**config.mk**
```make
export PLATFORM = sky130hd
export DESIGN_NAME = joystick_velocity_shaper
export DESIGN_NICKNAME = d
export VERILOG_FILES = /design/src/hw/rtl/jvs_pkg.sv /design/src/hw/rtl/joystick_velocity_shaper.sv /design/src/hw/rtl/jvs_ctrl.sv /design/src/hw/rtl/jvs_datapath.sv
export SDC_FILE = /design/constraint.sdc
export NUM_CORES = 2
export LEC_CHECK = 0
export BUFFER_PORTS_ARGS = -buffer_cell sky130_fd_sc_hd__buf_4
export CAP_MARGIN = 40
export CORE_MARGIN = 10
export CORE_UTILIZATION = 30
export CTS_CLUSTER_DIAMETER = 80
export DETAILED_ROUTE_END_ITERATION = 8
export MAX_ROUTING_LAYER = met4
export SLEW_MARGIN = 25
export SYNTH_ARGS = -nofsm -noshare
export SYNTH_HDL_FRONTEND = slang
export SYNTH_SLANG_ARGS = --single-unit
export TNS_END_PERCENT = 20
```
**constraint.sdc**
```tcl
create_clock -name clock -period 10.08 [get_ports clock]
set_clock_uncertainty 0.2 [all_clocks]
set_input_delay 1.008 -clock clock [delete_from_list [all_inputs] [get_ports clock]]
set_output_delay 1.008 -clock clock [all_outputs]
set_load 0.02 [all_outputs]
```
**src/hw/rtl/jvs_pkg.sv**
```systemverilog
// ----------------------------------------------------------------------------
// jvs_pkg
// Shared widths, codes, bus layout helpers and the controller/datapath link
// types of the joystick velocity shaper.
// ----------------------------------------------------------------------------
`default_nettype none

package jvs_pkg;

   localparam int SAMPLE_BITS_DEF = 16;

   // configuration registers
   localparam int SET_W     = 48;
   localparam int LIM_W     = 16;
   localparam int MAXIN_W   = 16;
   localparam int DZ_W      = 16;
   localparam int GAIN_W    = 16;
   localparam int DZ_FRAC   = 15;
   localparam int CSR_IDX_W = 3;

   localparam logic [CSR_IDX_W-1:0] CSR_AXIS_X    = 3'd0;
   localparam logic [CSR_IDX_W-1:0] CSR_AXIS_Y    = 3'd1;
   localparam logic [CSR_IDX_W-1:0] CSR_AXIS_Z    = 3'd2;
   localparam logic [CSR_IDX_W-1:0] CSR_GRIP_LOW  = 3'd3;
   localparam logic [CSR_IDX_W-1:0] CSR_GRIP_HIGH = 3'd4;

   // item kinds
   localparam int OP_W = 2;
   localparam logic [OP_W-1:0] OP_SAMPLE   = 2'd0;
   localparam logic [OP_W-1:0] OP_POSITION = 2'd1;
   localparam logic [OP_W-1:0] OP_MODE     = 2'd2;

   localparam int MODE_W = 8;
   localparam logic [MODE_W-1:0] MODE_ACTIVE = 8'd2;
   localparam int POS_W = 16;

   // trigger gain of 1.0 in Q1.15
   localparam logic [GAIN_W-1:0] TRIG_GAIN = 16'h8000;

   // result fields
   localparam int VEL_W  = 17;
   localparam int TURN_W = 2;
   localparam int CMD_W  = 17;
   localparam int RSP_TURN_LSB    = 3 * VEL_W;
   localparam int RSP_CMD_LSB     = RSP_TURN_LSB + TURN_W;
   localparam int RSP_UNKNOWN_BIT = RSP_CMD_LSB + CMD_W;
   localparam int RSP_FIELDS_W    = RSP_UNKNOWN_BIT + 1;
   localparam int RSP_DATA_W      = ((RSP_FIELDS_W + 7) / 8) * 8;

   // divider: 16 quotient bits, two per cycle
   localparam int QUO_W     = 16;
   localparam int DIV_STEPS = QUO_W / 2;
   localparam int DIV_CNT_W = $clog2(DIV_STEPS);

   // shaping slots, one per shaped value
   localparam int NUM_SHAPES = 5;
   localparam int SLOT_W     = 3;
   localparam logic [SLOT_W-1:0] SLOT_X     = 3'd0;
   localparam logic [SLOT_W-1:0] SLOT_Y     = 3'd1;
   localparam logic [SLOT_W-1:0] SLOT_Z     = 3'd2;
   localparam logic [SLOT_W-1:0] SLOT_OPEN  = 3'd3;
   localparam logic [SLOT_W-1:0] SLOT_CLOSE = 3'd4;

   function automatic int req_fields_w(int sb);
      return 5 * sb + 3 + POS_W + MODE_W;
   endfunction

   function automatic int req_data_w(int sb);
      return ((req_fields_w(sb) + 7) / 8) * 8;
   endfunction

   typedef struct packed {
      logic              accept;
      logic              shape_load;
      logic              shape_mul;
      logic              shape_prep;
      logic              shape_div;
      logic              shape_store;
      logic              emit;
      logic [SLOT_W-1:0] slot;
   } jvs_cmd_type;

   typedef struct packed {
      logic is_sample;
      logic item_active;
      logic out_free;
   } jvs_status_type;

endpackage

`default_nettype wire

```
**src/hw/rtl/joystick_velocity_shaper.sv**
```systemverilog
// ----------------------------------------------------------------------------
// joystick_velocity_shaper
// Shapes joystick samples into x/y/z velocity commands, a joint-six turn
// direction and a limit-guarded gripper command.
// ----------------------------------------------------------------------------
//
//  channel   direction  handshake                 payload
//  req_      in         req_tvalid / req_tready   tuser: op; tdata: sample,
//                                                  position report, mode
//  rsp_      out        rsp_tvalid / rsp_tready   tdata: shaped result
//  csr_      in         csr_we (no wait)          csr_index, csr_wdata
//
//  A joystick sample is shaped after its transfer: five shaped values share
//  one unit, each passed through load, multiply, prepare, divide and store,
//  with the radix-4 divider resolving 16 quotient bits. Position reports
//  and mode updates finish in the transfer cycle and leave req_tready
//  high. Reset is synchronous, active high, and clears configuration,
//  block state and both handshakes. A stalled result holds in the output
//  register while the next sample is taken and shaped.
//
`default_nettype none

module joystick_velocity_shaper #(
   parameter int SAMPLE_BITS = jvs_pkg::SAMPLE_BITS_DEF
) (
   input  wire logic                                        clock,
   input  wire logic                                        reset,
   // request channel
   input  wire logic                                        req_tvalid,
   output logic                                             req_tready,
   // tdata, from bit 0: stick_x, stick_y, stick_z, trigger_open,
   // trigger_close, button_right, button_left, sample_complete,
   // position_report, mode_value, zero fill
   input  wire logic [jvs_pkg::req_data_w(SAMPLE_BITS)-1:0] req_tdata,
   // tuser: op
   input  wire logic [jvs_pkg::OP_W-1:0]                    req_tuser,
   // response channel
   output logic                                             rsp_tvalid,
   input  wire logic                                        rsp_tready,
   // tdata, from bit 0: velocity_x, velocity_y, velocity_z, joint_turn,
   // grip_drive, gripper_unknown, zero fill
   output logic [jvs_pkg::RSP_DATA_W-1:0]                   rsp_tdata,
   // configuration write port
   input  wire logic                                        csr_we,
   input  wire logic [jvs_pkg::CSR_IDX_W-1:0]               csr_index,
   input  wire logic [jvs_pkg::SET_W-1:0]                   csr_wdata
);
   import jvs_pkg::*;

   jvs_cmd_type    cmd;
   jvs_status_type status;

   // sequencer: owns req_tready and steps the shaping unit
   jvs_ctrl u_ctrl (
      .clock      (clock),
      .reset      (reset),
      .req_tvalid (req_tvalid),
      .req_tready (req_tready),
      .status     (status),
      .cmd        (cmd)
   );

   // datapath: registers, shaping unit, gripper guard, output register
   jvs_datapath #(
      .SAMPLE_BITS (SAMPLE_BITS)
   ) u_datapath (
      .clock      (clock),
      .reset      (reset),
      .req_tdata  (req_tdata),
      .req_tuser  (req_tuser),
      .rsp_tready (rsp_tready),
      .rsp_tvalid (rsp_tvalid),
      .rsp_tdata  (rsp_tdata),
      .csr_we     (csr_we),
      .csr_index  (csr_index),
      .csr_wdata  (csr_wdata),
      .cmd        (cmd),
      .status     (status)
   );

   // reports, mode updates and undefined kinds finish in the transfer cycle
   assert property (@(posedge clock) disable iff (reset)
      (req_tvalid && req_tready && req_tuser != OP_SAMPLE) |=> req_tready)
      else $error("ready dropped after a non-sample transfer");

   // a sample occupies the sequencer until its result is emitted
   assert property (@(posedge clock) disable iff (reset)
      (req_tvalid && req_tready && req_tuser == OP_SAMPLE) |=> !req_tready)
      else $error("ready held after a sample transfer");

   // a new result only appears out of the emit step, never while idle
   assert property (@(posedge clock) disable iff (reset)
      $rose(rsp_tvalid) |-> $past(!req_tready))
      else $error("result raised without a sample in flight");

   // an unknown gripper position always zeroes the command
   assert property (@(posedge clock) disable iff (reset)
      (rsp_tvalid && rsp_tdata[RSP_UNKNOWN_BIT]) |->
         (rsp_tdata[RSP_CMD_LSB +: CMD_W] == '0))
      else $error("gripper command nonzero with unknown position");

endmodule

`default_nettype wire

```
**src/hw/rtl/jvs_ctrl.sv**
```systemverilog
// ----------------------------------------------------------------------------
// jvs_ctrl
// Sequencer: accepts items, walks the five shaping slots of an active sample
// through load, multiply, prepare, divide and store, then emits the result.
// ----------------------------------------------------------------------------
`default_nettype none

module jvs_ctrl (
   input  wire logic                   clock,
   input  wire logic                   reset,
   input  wire logic                   req_tvalid,
   output logic                        req_tready,
   input  wire jvs_pkg::jvs_status_type status,
   output jvs_pkg::jvs_cmd_type        cmd
);
   import jvs_pkg::*;

   typedef enum logic [2:0] {
      ST_IDLE,
      ST_LOAD,
      ST_MUL,
      ST_PREP,
      ST_DIV,
      ST_STORE,
      ST_EMIT
   } state_type;

   state_type             state_ff;
   logic [SLOT_W-1:0]     slot_ff;
   logic [DIV_CNT_W-1:0]  cnt_ff;
   logic                  ready_ff;
   logic                  accept;

   assign accept     = req_tvalid & ready_ff;
   assign req_tready = ready_ff;

   always_comb begin
      cmd             = '0;
      cmd.accept      = accept;
      cmd.shape_load  = (state_ff == ST_LOAD);
      cmd.shape_mul   = (state_ff == ST_MUL);
      cmd.shape_prep  = (state_ff == ST_PREP);
      cmd.shape_div   = (state_ff == ST_DIV);
      cmd.shape_store = (state_ff == ST_STORE);
      cmd.emit        = (state_ff == ST_EMIT) & status.out_free;
      cmd.slot        = slot_ff;
   end

   always_ff @(posedge clock) begin
      if (reset) begin
         state_ff <= ST_IDLE;
         slot_ff  <= SLOT_X;
         cnt_ff   <= '0;
         ready_ff <= 1'b1;
      end else begin
         case (state_ff)
            ST_IDLE: begin
               if (accept && status.is_sample) begin
                  ready_ff <= 1'b0;
                  slot_ff  <= SLOT_X;
                  state_ff <= status.item_active ? ST_LOAD : ST_EMIT;
               end
            end
            ST_LOAD: state_ff <= ST_MUL;
            ST_MUL:  state_ff <= ST_PREP;
            ST_PREP: begin
               cnt_ff   <= '0;
               state_ff <= ST_DIV;
            end
            ST_DIV: begin
               cnt_ff <= cnt_ff + 1'b1;
               if (cnt_ff == DIV_CNT_W'(DIV_STEPS - 1)) begin
                  state_ff <= ST_STORE;
               end
            end
            ST_STORE: begin
               if (slot_ff == SLOT_CLOSE) begin
                  state_ff <= ST_EMIT;
               end else begin
                  slot_ff  <= slot_ff + 1'b1;
                  state_ff <= ST_LOAD;
               end
            end
            ST_EMIT: begin
               if (status.out_free) begin
                  ready_ff <= 1'b1;
                  state_ff <= ST_IDLE;
               end
            end
            default: begin
               state_ff <= ST_IDLE;
               ready_ff <= 1'b1;
            end
         endcase
      end
   end

endmodule

`default_nettype wire

```
**src/hw/rtl/jvs_datapath.sv**
```systemverilog
// ----------------------------------------------------------------------------
// jvs_datapath
// Item and configuration registers, the shared shaping unit (clamp,
// dead-zone test, gain multiply, radix-4 restoring divider) and the
// result register.
// ----------------------------------------------------------------------------
`default_nettype none

module jvs_datapath #(
   parameter int SAMPLE_BITS = jvs_pkg::SAMPLE_BITS_DEF
) (
   input  wire logic                                          clock,
   input  wire logic                                          reset,
   input  wire logic [jvs_pkg::req_data_w(SAMPLE_BITS)-1:0]   req_tdata,
   input  wire logic [jvs_pkg::OP_W-1:0]                      req_tuser,
   input  wire logic                                          rsp_tready,
   output logic                                               rsp_tvalid,
   output logic [jvs_pkg::RSP_DATA_W-1:0]                     rsp_tdata,
   input  wire logic                                          csr_we,
   input  wire logic [jvs_pkg::CSR_IDX_W-1:0]                 csr_index,
   input  wire logic [jvs_pkg::SET_W-1:0]                     csr_wdata,
   input  wire jvs_pkg::jvs_cmd_type                          cmd,
   output jvs_pkg::jvs_status_type                            status
);
   import jvs_pkg::*;

   localparam int SB  = SAMPLE_BITS;
   localparam int W   = SB + 16;
   localparam int XW  = W + 18;
   localparam int OFF_BR   = 5 * SB;
   localparam int OFF_BL   = OFF_BR + 1;
   localparam int OFF_CMPL = OFF_BR + 2;
   localparam int OFF_POS  = OFF_BR + 3;
   localparam int OFF_MODE = OFF_POS + POS_W;

   // configuration
   logic [SET_W-1:0]        axis_set_ff [3];
   logic signed [LIM_W-1:0] grip_lo_ff;
   logic signed [LIM_W-1:0] grip_hi_ff;

   // block state
   logic signed [POS_W-1:0] pos_ff;
   logic                    known_ff;
   logic [MODE_W-1:0]       mode_ff;

   // latched sample
   logic signed [SB-1:0]    smp_ff [NUM_SHAPES];
   logic                    btn_r_ff;
   logic                    btn_l_ff;
   logic                    active_ff;

   // shaping unit
   logic [W-1:0]            an_ff, ad_ff, a_ff;
   logic                    neg_ff;
   logic [DZ_W-1:0]         dz_ff;
   logic [GAIN_W-1:0]       g_ff;
   logic [W+GAIN_W-1:0]     agp_ff, dzp_ff;
   logic                    zero_ff;
   logic [W:0]              r_ff, dv_ff;
   logic [QUO_W-1:0]        xlo_ff, q_ff;
   logic signed [VEL_W-1:0] res_ff [NUM_SHAPES];

   // output register
   logic                    rsp_valid_ff;
   logic [RSP_DATA_W-1:0]   rsp_data_ff;

   logic [OP_W-1:0]         op;
   assign op = req_tuser;

   assign status.is_sample   = (op == OP_SAMPLE);
   assign status.item_active = (mode_ff == MODE_ACTIVE) & req_tdata[OFF_CMPL];
   assign status.out_free    = ~rsp_valid_ff | rsp_tready;

   assign rsp_tvalid = rsp_valid_ff;
   assign rsp_tdata  = rsp_data_ff;

   // ---- load: operand selection and magnitudes ----
   logic signed [SB-1:0]    s;
   logic [SET_W-1:0]        setting;
   logic                    is_trig;
   logic signed [SB:0]      s_ext;
   logic [SB:0]             s_mag;
   logic signed [SB+1:0]    one_minus;
   logic signed [MAXIN_W:0] m_ext;
   logic [MAXIN_W:0]        m_mag;
   logic [W-1:0]            m_w;
   logic [W-1:0]            an_in, ad_in;
   logic                    neg_in;

   always_comb begin
      s       = smp_ff[cmd.slot];
      is_trig = (cmd.slot == SLOT_OPEN) || (cmd.slot == SLOT_CLOSE);
      case (cmd.slot)
         SLOT_Y:  setting = axis_set_ff[1];
         SLOT_Z:  setting = axis_set_ff[2];
         default: setting = axis_set_ff[0];
      endcase
      s_ext     = {s[SB-1], s};
      s_mag     = s_ext[SB] ? (SB+1)'(-s_ext) : (SB+1)'(s_ext);
      one_minus = (SB+2)'(1) << (SB - 1);
      one_minus = one_minus - {s_ext[SB], s_ext};
      m_ext     = {setting[MAXIN_W-1], setting[MAXIN_W-1:0]};
      m_mag     = m_ext[MAXIN_W] ? (MAXIN_W+1)'(-m_ext) : (MAXIN_W+1)'(m_ext);
      m_w       = W'(m_mag);
      if (is_trig) begin
         an_in  = {one_minus[SB:0], {DZ_FRAC{1'b0}}};
         ad_in  = m_w << SB;
         neg_in = setting[MAXIN_W-1];
      end else begin
         an_in  = {s_mag, {DZ_FRAC{1'b0}}};
         ad_in  = m_w << (SB - 1);
         neg_in = s[SB-1] ^ setting[MAXIN_W-1];
      end
      // x velocity is the negated axis
      neg_in = neg_in ^ (cmd.slot == SLOT_X);
   end

   // ---- multiply: clamp then products ----
   logic [W-1:0] a_min;
   assign a_min = (an_ff < ad_ff) ? an_ff : ad_ff;

   // ---- prepare: dead zone and dividend ----
   logic         dead;
   logic [XW-1:0] x_in;
   assign dead = {1'b0, a_ff, {DZ_FRAC{1'b0}}} < dzp_ff;
   assign x_in = {1'b0, agp_ff, 1'b0} + {{(XW-W){1'b0}}, ad_ff};

   // ---- divide: two restoring steps ----
   logic [W+1:0] t1, t2, dv_x;
   logic [W:0]   r1, r2;
   logic         ge1, ge2;
   always_comb begin
      dv_x = {1'b0, dv_ff};
      t1   = {r_ff, xlo_ff[QUO_W-1]};
      ge1  = (t1 >= dv_x);
      r1   = ge1 ? (W+1)'(t1 - dv_x) : t1[W:0];
      t2   = {r1, xlo_ff[QUO_W-2]};
      ge2  = (t2 >= dv_x);
      r2   = ge2 ? (W+1)'(t2 - dv_x) : t2[W:0];
   end

   // ---- store ----
   logic [QUO_W-1:0]        mag;
   logic signed [VEL_W-1:0] val;
   assign mag = zero_ff ? '0 : q_ff;
   assign val = neg_ff ? -$signed({1'b0, mag}) : $signed({1'b0, mag});

   // ---- emit: gripper limit and result packing ----
   logic signed [CMD_W:0]    cmd_raw, cmd_lim;
   logic                     unknown;
   logic signed [TURN_W-1:0] turn;
   logic [RSP_DATA_W-1:0]    rsp_in;
   always_comb begin
      cmd_raw = {res_ff[SLOT_OPEN][VEL_W-1], res_ff[SLOT_OPEN]}
              - {res_ff[SLOT_CLOSE][VEL_W-1], res_ff[SLOT_CLOSE]};
      cmd_lim = cmd_raw;
      unknown = 1'b0;
      if (cmd_raw != '0) begin
         if (!known_ff) begin
            cmd_lim = '0;
            unknown = 1'b1;
         end else if (cmd_raw > 0 && pos_ff >= grip_hi_ff) begin
            cmd_lim = '0;
         end else if (cmd_raw < 0 && pos_ff <= grip_lo_ff) begin
            cmd_lim = '0;
         end
      end
      turn   = $signed({1'b0, btn_l_ff}) - $signed({1'b0, btn_r_ff});
      rsp_in = '0;
      if (active_ff) begin
         rsp_in[RSP_FIELDS_W-1:0] = {unknown, cmd_lim[CMD_W-1:0], turn,
                                     res_ff[SLOT_Z], res_ff[SLOT_Y], res_ff[SLOT_X]};
      end
   end

   // control and architectural state
   always_ff @(posedge clock) begin
      if (reset) begin
         axis_set_ff[0] <= '0;
         axis_set_ff[1] <= '0;
         axis_set_ff[2] <= '0;
         grip_lo_ff     <= '0;
         grip_hi_ff     <= '0;
         pos_ff         <= '0;
         known_ff       <= 1'b0;
         mode_ff        <= '0;
         active_ff      <= 1'b0;
         rsp_valid_ff   <= 1'b0;
      end else begin
         if (csr_we) begin
            case (csr_index)
               CSR_AXIS_X:    axis_set_ff[0] <= csr_wdata;
               CSR_AXIS_Y:    axis_set_ff[1] <= csr_wdata;
               CSR_AXIS_Z:    axis_set_ff[2] <= csr_wdata;
               CSR_GRIP_LOW:  grip_lo_ff     <= csr_wdata[LIM_W-1:0];
               CSR_GRIP_HIGH: grip_hi_ff     <= csr_wdata[LIM_W-1:0];
               default: ;
            endcase
         end
         if (cmd.accept) begin
            case (op)
               OP_POSITION: begin
                  pos_ff   <= req_tdata[OFF_POS +: POS_W];
                  known_ff <= 1'b1;
               end
               OP_MODE:   mode_ff   <= req_tdata[OFF_MODE +: MODE_W];
               OP_SAMPLE: active_ff <= status.item_active;
               default: ;
            endcase
         end
         if (cmd.emit) begin
            rsp_valid_ff <= 1'b1;
         end else if (rsp_tready) begin
            rsp_valid_ff <= 1'b0;
         end
      end
   end

   // payload registers
   always_ff @(posedge clock) begin
      if (cmd.accept && op == OP_SAMPLE) begin
         for (int i = 0; i < NUM_SHAPES; i++) begin
            smp_ff[i] <= req_tdata[i*SB +: SB];
         end
         btn_r_ff <= req_tdata[OFF_BR];
         btn_l_ff <= req_tdata[OFF_BL];
      end
      if (cmd.shape_load) begin
         an_ff  <= an_in;
         ad_ff  <= ad_in;
         neg_ff <= neg_in;
         dz_ff  <= setting[MAXIN_W +: DZ_W];
         g_ff   <= is_trig ? TRIG_GAIN : setting[MAXIN_W+DZ_W +: GAIN_W];
      end
      if (cmd.shape_mul) begin
         a_ff   <= a_min;
         agp_ff <= {{GAIN_W{1'b0}}, a_min} * {{W{1'b0}}, g_ff};
         dzp_ff <= {{W{1'b0}}, dz_ff} * {{GAIN_W{1'b0}}, ad_ff};
      end
      if (cmd.shape_prep) begin
         zero_ff <= dead | (ad_ff == '0);
         r_ff    <= x_in[W+QUO_W:QUO_W];
         xlo_ff  <= x_in[QUO_W-1:0];
         dv_ff   <= {ad_ff, 1'b0};
         q_ff    <= '0;
      end
      if (cmd.shape_div) begin
         r_ff   <= r2;
         xlo_ff <= {xlo_ff[QUO_W-3:0], 2'b00};
         q_ff   <= {q_ff[QUO_W-3:0], ge1, ge2};
      end
      if (cmd.shape_store) begin
         res_ff[cmd.slot] <= val;
      end
      if (cmd.emit) begin
         rsp_data_ff <= rsp_in;
      end
   end

endmodule

`default_nettype wire
```
Word-level counts from Yosys, hierarchy flattened
Memory sizes are Yosys's and may differ from the RTL's. A register that Yosys moved wholly into a read port is not among the register bits.
Cells that the tools add are included.
- register bits after elaboration: 465
- memories: 3
- input bits: 170
- memory bits (writable): 309
- bitwise gates (word level): 12
- magnitude comparators: 8
- multipliers: 2
- equality and inequality tests: 22
- add/subtract/negate cells: 11
- muxes and demuxes: 60
- reductions and logical operators: 26
- memories (memory ; depth ; width ; read ports ; clocked after Yosys merged registers in ; write ports ; line ; text):
    u_datapath.axis_set_ff ; 3 ; 48 ; 3 ; 0 ; 3 ; jvs_datapath.sv:37 ; logic [SET_W-1:0] axis_set_ff [3];
    u_datapath.res_ff ; 5 ; 17 ; 5 ; 3 ; 1 ; jvs_datapath.sv:61 ; logic signed [VEL_W-1:0] res_ff [NUM_SHAPES];
    u_datapath.smp_ff ; 5 ; 16 ; 1 ; 1 ; 5 ; jvs_datapath.sv:47 ; logic signed [SB-1:0] smp_ff [NUM_SHAPES];
- operators by type and width (kind ; number):
    two-way mux 48 bit ; 3
    two-way mux 33 bit ; 4
    two-way mux 17 bit ; 7
    two-way mux 32 bit ; 3
    case mux 48 bit (2 select lines) ; 1
    two-way mux 16 bit ; 5
    >= comparator 34 x 33 -> 1 bit ; 2
    subtractor 33 bit ; 2
    negator 16 -> 17 bit ; 3
    adder 49 x 32 -> 49 bit ; 1
    less-than comparator 47 x 48 -> 1 bit ; 1
    multiplier 16 x 32 -> 48 bit ; 1
    multiplier 32 x 16 -> 48 bit ; 1
    zero test 32 bit ; 1
    less-than comparator 32 bit ; 1
    two-way mux 3 bit ; 9
    two-way mux 1 bit ; 24
    case mux 3 bit (7 select lines) ; 1
    equality test 3 x 2 -> 1 bit (second input constant) ; 6
    equality test 3 bit (second input constant) ; 6
    > comparator 18 x 1 -> 1 bit (second input constant) ; 1
    less-than comparator 18 x 1 -> 1 bit (second input constant) ; 1
    nonzero test 18 bit ; 1
    subtractor 17 x 17 -> 18 bit ; 1
    other kinds (26) ; 55

Depth between registers and ports, before layout
An unclocked memory read counts as a cell.
- depth in word-level cells: 8
- gate-level depth with buffers: 38

By module
A second synthesis with hierarchy kept.
- cell total of the unflattened synthesis: 4557
- area, all modules: 49047.0 sq um
- modules (own cells, without submodules) (module ; cells each ; area an instance (sq um) ; times used ; seq. area each (sq um)):
    jvs_datapath ; 4477 ; 48402.7 ; 1 ; 19198.4
    jvs_ctrl ; 80 ; 644.4 ; 1 ; 200.2

Least setup slack after synthesis
No wires, ideal clock.
- kind: register to register
- start point: reg u_datapath.ad_ff[16]
- end point: reg u_datapath.agp_ff[46] (data pin)
- library setup time: 0.258 ns
- buffers on the path: 3
- path slack: 0.847 ns
- stages on the path, launching flop included: 36
- data arrival time: 8.776 ns
- period minus slack after synthesis: 9.233 ns
- cells stage by stage: edfxtp_1 > clkbuf_1 > clkbuf_1 > inv_1 > ha_1 > a21o_1 > a21o_1 > a211oi_2 > o21bai_1 > a2111oi_2 > o211ai_1 > a31oi_4 > buf_12 > mux2_4 > and2_1 > fa_1 > inv_1 > fa_1 > fa_1 > inv_1 > fa_1 > fa_1 > inv_1 > fa_1 > inv_1 > ha_1 > a21o_1 > a21o_1 > a21o_1 > a41oi_1 > nand2_1 > a31o_2 > a221o_1 > a211o_1 > a21oi_1 > xnor2_1
- cells in the longest elaborated chain, start to end: 3
- RTL lines (item ; line ; text):
    start, declared ; jvs_datapath.sv:53 ; logic [W-1:0] an_ff, ad_ff, a_ff;
    start signal, assigned ; jvs_datapath.sv:230 ; ad_ff <= ad_in;
    less-than comparator 32 bit ; jvs_datapath.sv:120 ; assign a_min = (an_ff < ad_ff) ? an_ff : ad_ff;
    two-way mux 32 bit * ; jvs_datapath.sv:120 ;
    multiplier 32 x 16 -> 48 bit * ; jvs_datapath.sv:237 ; agp_ff <= {{GAIN_W{1'b0}}, a_min} * {{W{1'b0}}, g_ff};
    end signal, assigned ; jvs_datapath.sv:237 ;
    end, declared ; jvs_datapath.sv:57 ; logic [W+GAIN_W-1:0] agp_ff, dzp_ff;
Mark *: on every way between the ends. The rest lies on a longest branch, timed or not.
A chain may end at the register's enable or synchronous reset.

Worst setup path after layout
- start point: reg u_datapath.ad_ff[17]
- end point: reg u_datapath.agp_ff[47] (data pin)
Same word-level chain as after synthesis.

==> parameters.txt <==
Parameter                              Value

CTS
  Number of buffers inserted during clock tree synthesis    77
  Max Root-Sink Buffers    3
  Total setup buffers inserted after CTS    0
  Clock transition at path regs    0.06 ns
  Hold buffers post-CTS    0
  Number of H-tree levels    3
  Clock insertion delay at the later pin of the skew report    0.69 ns
  Post-cts gate resize count    0
  Clock tree from TritonCTS    yes
  Num Clock Sinks    672
  Cell chosen for the clock root    sky130_fd_sc_hd__clkbuf_16

STA
  Maximum frequency from static timing analysis    105 MHz
  Number of setup violations in the final report    0
  Aggregate negative setup slack    0 ns
  Max Transition Viols Final    0
  Slew @ Worst Pin    0.847 ns
  Unrepaired setup endpoints after global routing    no
  Slew margin rel.    43.5%
  Final min period    9.54 ns
  Final-layout worst hold slack    0.254 ns
  Final hold vios    0
  Final Cycle Share    94.6%

Worst setup path
  Critical path required time    10.30 ns
  Maximum fanout along the worst path    17
  Worst setup EP type    flop
  Highest-delay cell along the critical path    sky130_fd_sc_hd__a31oi_4
  Register-to-Register Path Depth    32
  Arrival time of the worst setup path    9.76 ns
  Setup Crit Path Kind    flop to flop
  Setup crit start kind    flop
  Slowest stage delay, CP    0.60 ns
  Most frequent CP cell    sky130_fd_sc_hd__fa_1

Floorplanning
  Top-Level Pins    244
  Die width    421 um
  Die Ht    421 um
  Die Outline Area    177000 um2
  Standard-cell row count    147
  Initial cell density of the core    30.1%
  Std-Cell Core Area    160000 um2

Global route
  Met2 Use GR    22.9%
  Routing layer with the top usage in global route    met2
  Total gr overflow    0
  Via count of the first global-routing pass    34.0k
  Wire length of the first global-routing pass    189000 um
  Antenna violations before repair    4
  Pin count of the biggest net entering global routing    72
  Global routing met3 resource utilization    2.21%
  Met1 Resource Use GR    17.0%
  Total routing resource utilization after global routing    13.5%

Yosys
  Post-Synth Adder-Cell Area    26.6%
  Synthesized instance count    4458
  Unique masters post-synth    81
  Multiplexer share of the synthesized area    2.01%
  Synthesized area divided by synthesized cell count    10.8 um2
  Net count of the mapped netlist    5402
  Sequential share of the synthesized area    40.3%
  Combinational family with the most area after synthesis    adder cells
  Top FF cell, synth    sky130_fd_sc_hd__edfxtp_1
  Simple-gate share of the synthesized area    13.7%
  Number of register bits inferred by synthesis    672
  Compound-gate portion of the synthesized area    8.26%
  Xor/xnor cell area share of the yosys netlist    2.85%
  Number of warnings printed during yosys synthesis    0
  Area of the mapped netlist    48300 um2
  Post-synth EDFFs    600
  Share of synthesized flip-flops with an asynchronous set or reset    0%

Placed design
  Quantity of I/O buffers inserted on ports    237
  Final weighted congestion in routability-driven placement    0.848
  Sum of net half-perimeters after detailed placement    87300 um

Run
  Maximum Capacitance Violations    0

Detailed routing
  Aggregate routed wire length    118000 um
  DRC violations left    0
  Via Count    32.5k
  Avg Vias per Cell    4.72
  Number of nets still failing antenna checks after routing    0
  Router iterations before antenna repair    7
  Routed wire length per instance    17.1 um
  Initial detailed-routing violation count    1773

Worst hold path
  Hold Path Stages    2
  Worst hold path class    flop to flop

Cells and area
  Area overhead of the layout relative to synthesis    14.6%
  Share of layout cells above drive strength 1    10.5%
  Final layout net count    5607

Outcome
  Outcome    finished clean
==> placed cells by master (no fill, tap or decap), types with 24 or more instances in the layout <==
| master | n |
|---|---|
| sky130_fd_sc_hd__and2_1 | 343 |
| sky130_fd_sc_hd__ha_1 | 352 |
| sky130_fd_sc_hd__edfxtp_1 | 600 |
| sky130_fd_sc_hd__o21a_1 | 26 |
| sky130_fd_sc_hd__a21o_1 | 58 |
| sky130_fd_sc_hd__a22oi_1 | 51 |
| sky130_fd_sc_hd__nand2_1 | 582 |
| sky130_fd_sc_hd__buf_4 | 290 |
| sky130_fd_sc_hd__nand3_1 | 28 |
| sky130_fd_sc_hd__o21ai_0 | 119 |
| sky130_fd_sc_hd__nand2b_1 | 24 |
| sky130_fd_sc_hd__clkbuf_16 | 78 |
| sky130_fd_sc_hd__fa_1 | 420 |
| sky130_fd_sc_hd__xor2_1 | 49 |
| sky130_fd_sc_hd__inv_1 | 608 |
| sky130_fd_sc_hd__nor3_1 | 41 |
| sky130_fd_sc_hd__xnor2_1 | 108 |
| sky130_fd_sc_hd__mux2i_1 | 31 |
| sky130_fd_sc_hd__nor2_1 | 187 |
| sky130_fd_sc_hd__and3_1 | 28 |
| sky130_fd_sc_hd__nor2b_1 | 31 |
| sky130_fd_sc_hd__dfxtp_1 | 71 |
| sky130_fd_sc_hd__nand4_1 | 25 |
| sky130_fd_sc_hd__a21oi_1 | 215 |
==> cell usage after synthesis, types with 6 or more instances <==
library cell / count / area (um2)
sky130_fd_sc_hd__o211ai_1: 10 / 75.1
sky130_fd_sc_hd__inv_1: 609 / 2290
sky130_fd_sc_hd__a31oi_1: 21 / 131
sky130_fd_sc_hd__buf_4: 17 / 128
sky130_fd_sc_hd__mux2i_1: 31 / 310
sky130_fd_sc_hd__and3_1: 28 / 175
sky130_fd_sc_hd__and2_1: 343 / 2150
sky130_fd_sc_hd__ha_1: 354 / 4430
sky130_fd_sc_hd__nand2b_1: 24 / 150
sky130_fd_sc_hd__buf_1: 15 / 56.3
sky130_fd_sc_hd__a22oi_1: 51 / 383
sky130_fd_sc_hd__nor3b_1: 8 / 60.1
sky130_fd_sc_hd__fa_1: 420 / 8410
sky130_fd_sc_hd__nor2_1: 187 / 702
sky130_fd_sc_hd__o21a_1: 26 / 195
sky130_fd_sc_hd__nor4_1: 26 / 163
sky130_fd_sc_hd__edfxtp_1: 600 / 18000
sky130_fd_sc_hd__nor3_1: 42 / 210
sky130_fd_sc_hd__nand3_1: 28 / 140
sky130_fd_sc_hd__nor2b_1: 32 / 200
sky130_fd_sc_hd__nand2_1: 583 / 2190
sky130_fd_sc_hd__o21bai_1: 19 / 143
sky130_fd_sc_hd__dfxtp_1: 72 / 1440
sky130_fd_sc_hd__or3_1: 14 / 87.6
sky130_fd_sc_hd__nand4_1: 25 / 156
sky130_fd_sc_hd__a21oi_1: 216 / 1080
sky130_fd_sc_hd__mux2_4: 17 / 255
sky130_fd_sc_hd__or2_2: 7 / 43.8
sky130_fd_sc_hd__and4_1: 6 / 52.6
sky130_fd_sc_hd__xor2_1: 49 / 429
sky130_fd_sc_hd__xnor2_1: 108 / 946
sky130_fd_sc_hd__nand3b_1: 6 / 45.0
sky130_fd_sc_hd__a211oi_1: 19 / 143
sky130_fd_sc_hd__clkbuf_1: 142 / 533
sky130_fd_sc_hd__a21o_1: 60 / 450
sky130_fd_sc_hd__o31ai_1: 12 / 90.1
sky130_fd_sc_hd__mux4_2: 16 / 360
sky130_fd_sc_hd__o21ai_0: 120 / 601
sky130_fd_sc_hd__a21boi_0: 7 / 52.6
==> routing by layer <==
metal / vias to the layer above / part of all wire [%]
met2: 766 / 49
met5: - / 0
li1: 15322 / -
met3: 150 / 5.5
met1: 16267 / 44
met4: 0 / 1.9
==> critical path, delay by kind of cell (launching register included) <==
family / cells / cell delay, ns
buffers and inverters: 6 / 0.74
AND/OR/NAND/NOR: 4 / 0.67
multiplexers: 1 / 0.42
XOR/XNOR: 1 / 0.14
flip-flops: 1 / 0.38
adder cells (fa/ha/maj): 8 / 3.66
AO/OA/AOI/OAI: 12 / 3.04
==> final timing paths <==
kind / from / to / slack [ns]
max: u_datapath.ad_ff[17] / u_datapath.agp_ff[47] / 0.54
min: u_datapath.grip_lo_ff[15] / u_datapath.grip_lo_ff[15] / 0.25
max reg2reg: u_datapath.ad_ff[17] / u_datapath.agp_ff[47] / 0.54
min reg2reg: u_datapath.grip_lo_ff[15] / u_datapath.grip_lo_ff[15] / 0.25
==> layout make-up <==
cell class,instances,area (um2)
inverters,609,2290
multi-input cells,2998,25900
clock inverters,45,589
repair buffers,305,2380
diodes,5,12.5
well taps,2160,2700
fillers,15830,105000
flip-flops and latches,672,19500
clock buffers,96,2040
==> stage by stage <==
| step | setup slack (ns) | cell area, um2 | util [%] | std cells |
|---|---|---|---|---|
| floorplan | 0.847 | 48300 | - | 4458 |
| detailed placement | 0.465 | 52600 | 32.8 | 6735 |
| global placement | 0.498 | 52500 | 32.8 | 6727 |
| CTS | 0.468 | 55200 | 34.5 | 6876 |
| finish | 0.541 | 55300 | 34.5 | 6890 |
| global route | 0.00210 | 55300 | 34.5 | 6886 |
==> registers in the layout, indices dropped and copies added, names as in the netlist, 17 cells and up, named ones only <==
| signal | flops |
|---|---|
| u_datapath.smp_ff | 80 |
| u_datapath.rsp_tdata | 71 |
| u_datapath.axis_set_ff | 144 |
| u_datapath.res_ff | 85 |
| u_datapath.an_ff | 17 |
| u_datapath.dv_ff | 17 |
| u_datapath.r_ff | 33 |
| u_datapath.agp_ff | 33 |
| u_datapath.dzp_ff | 33 |
| u_datapath.ad_ff | 17 |
| u_datapath.a_ff | 17 |
==> logic make-up after synthesis <==
group | count (synthesis)
other cells | 1
mux | 68
xor+xnor | 157
flops | 672
simple gates | 1368
buf+inv | 788
compound gates | 630
fa+ha+maj | 774
Power is not shown: default switching activity piles up to over one toggle a cycle in this logic, so the estimate is an artifact.
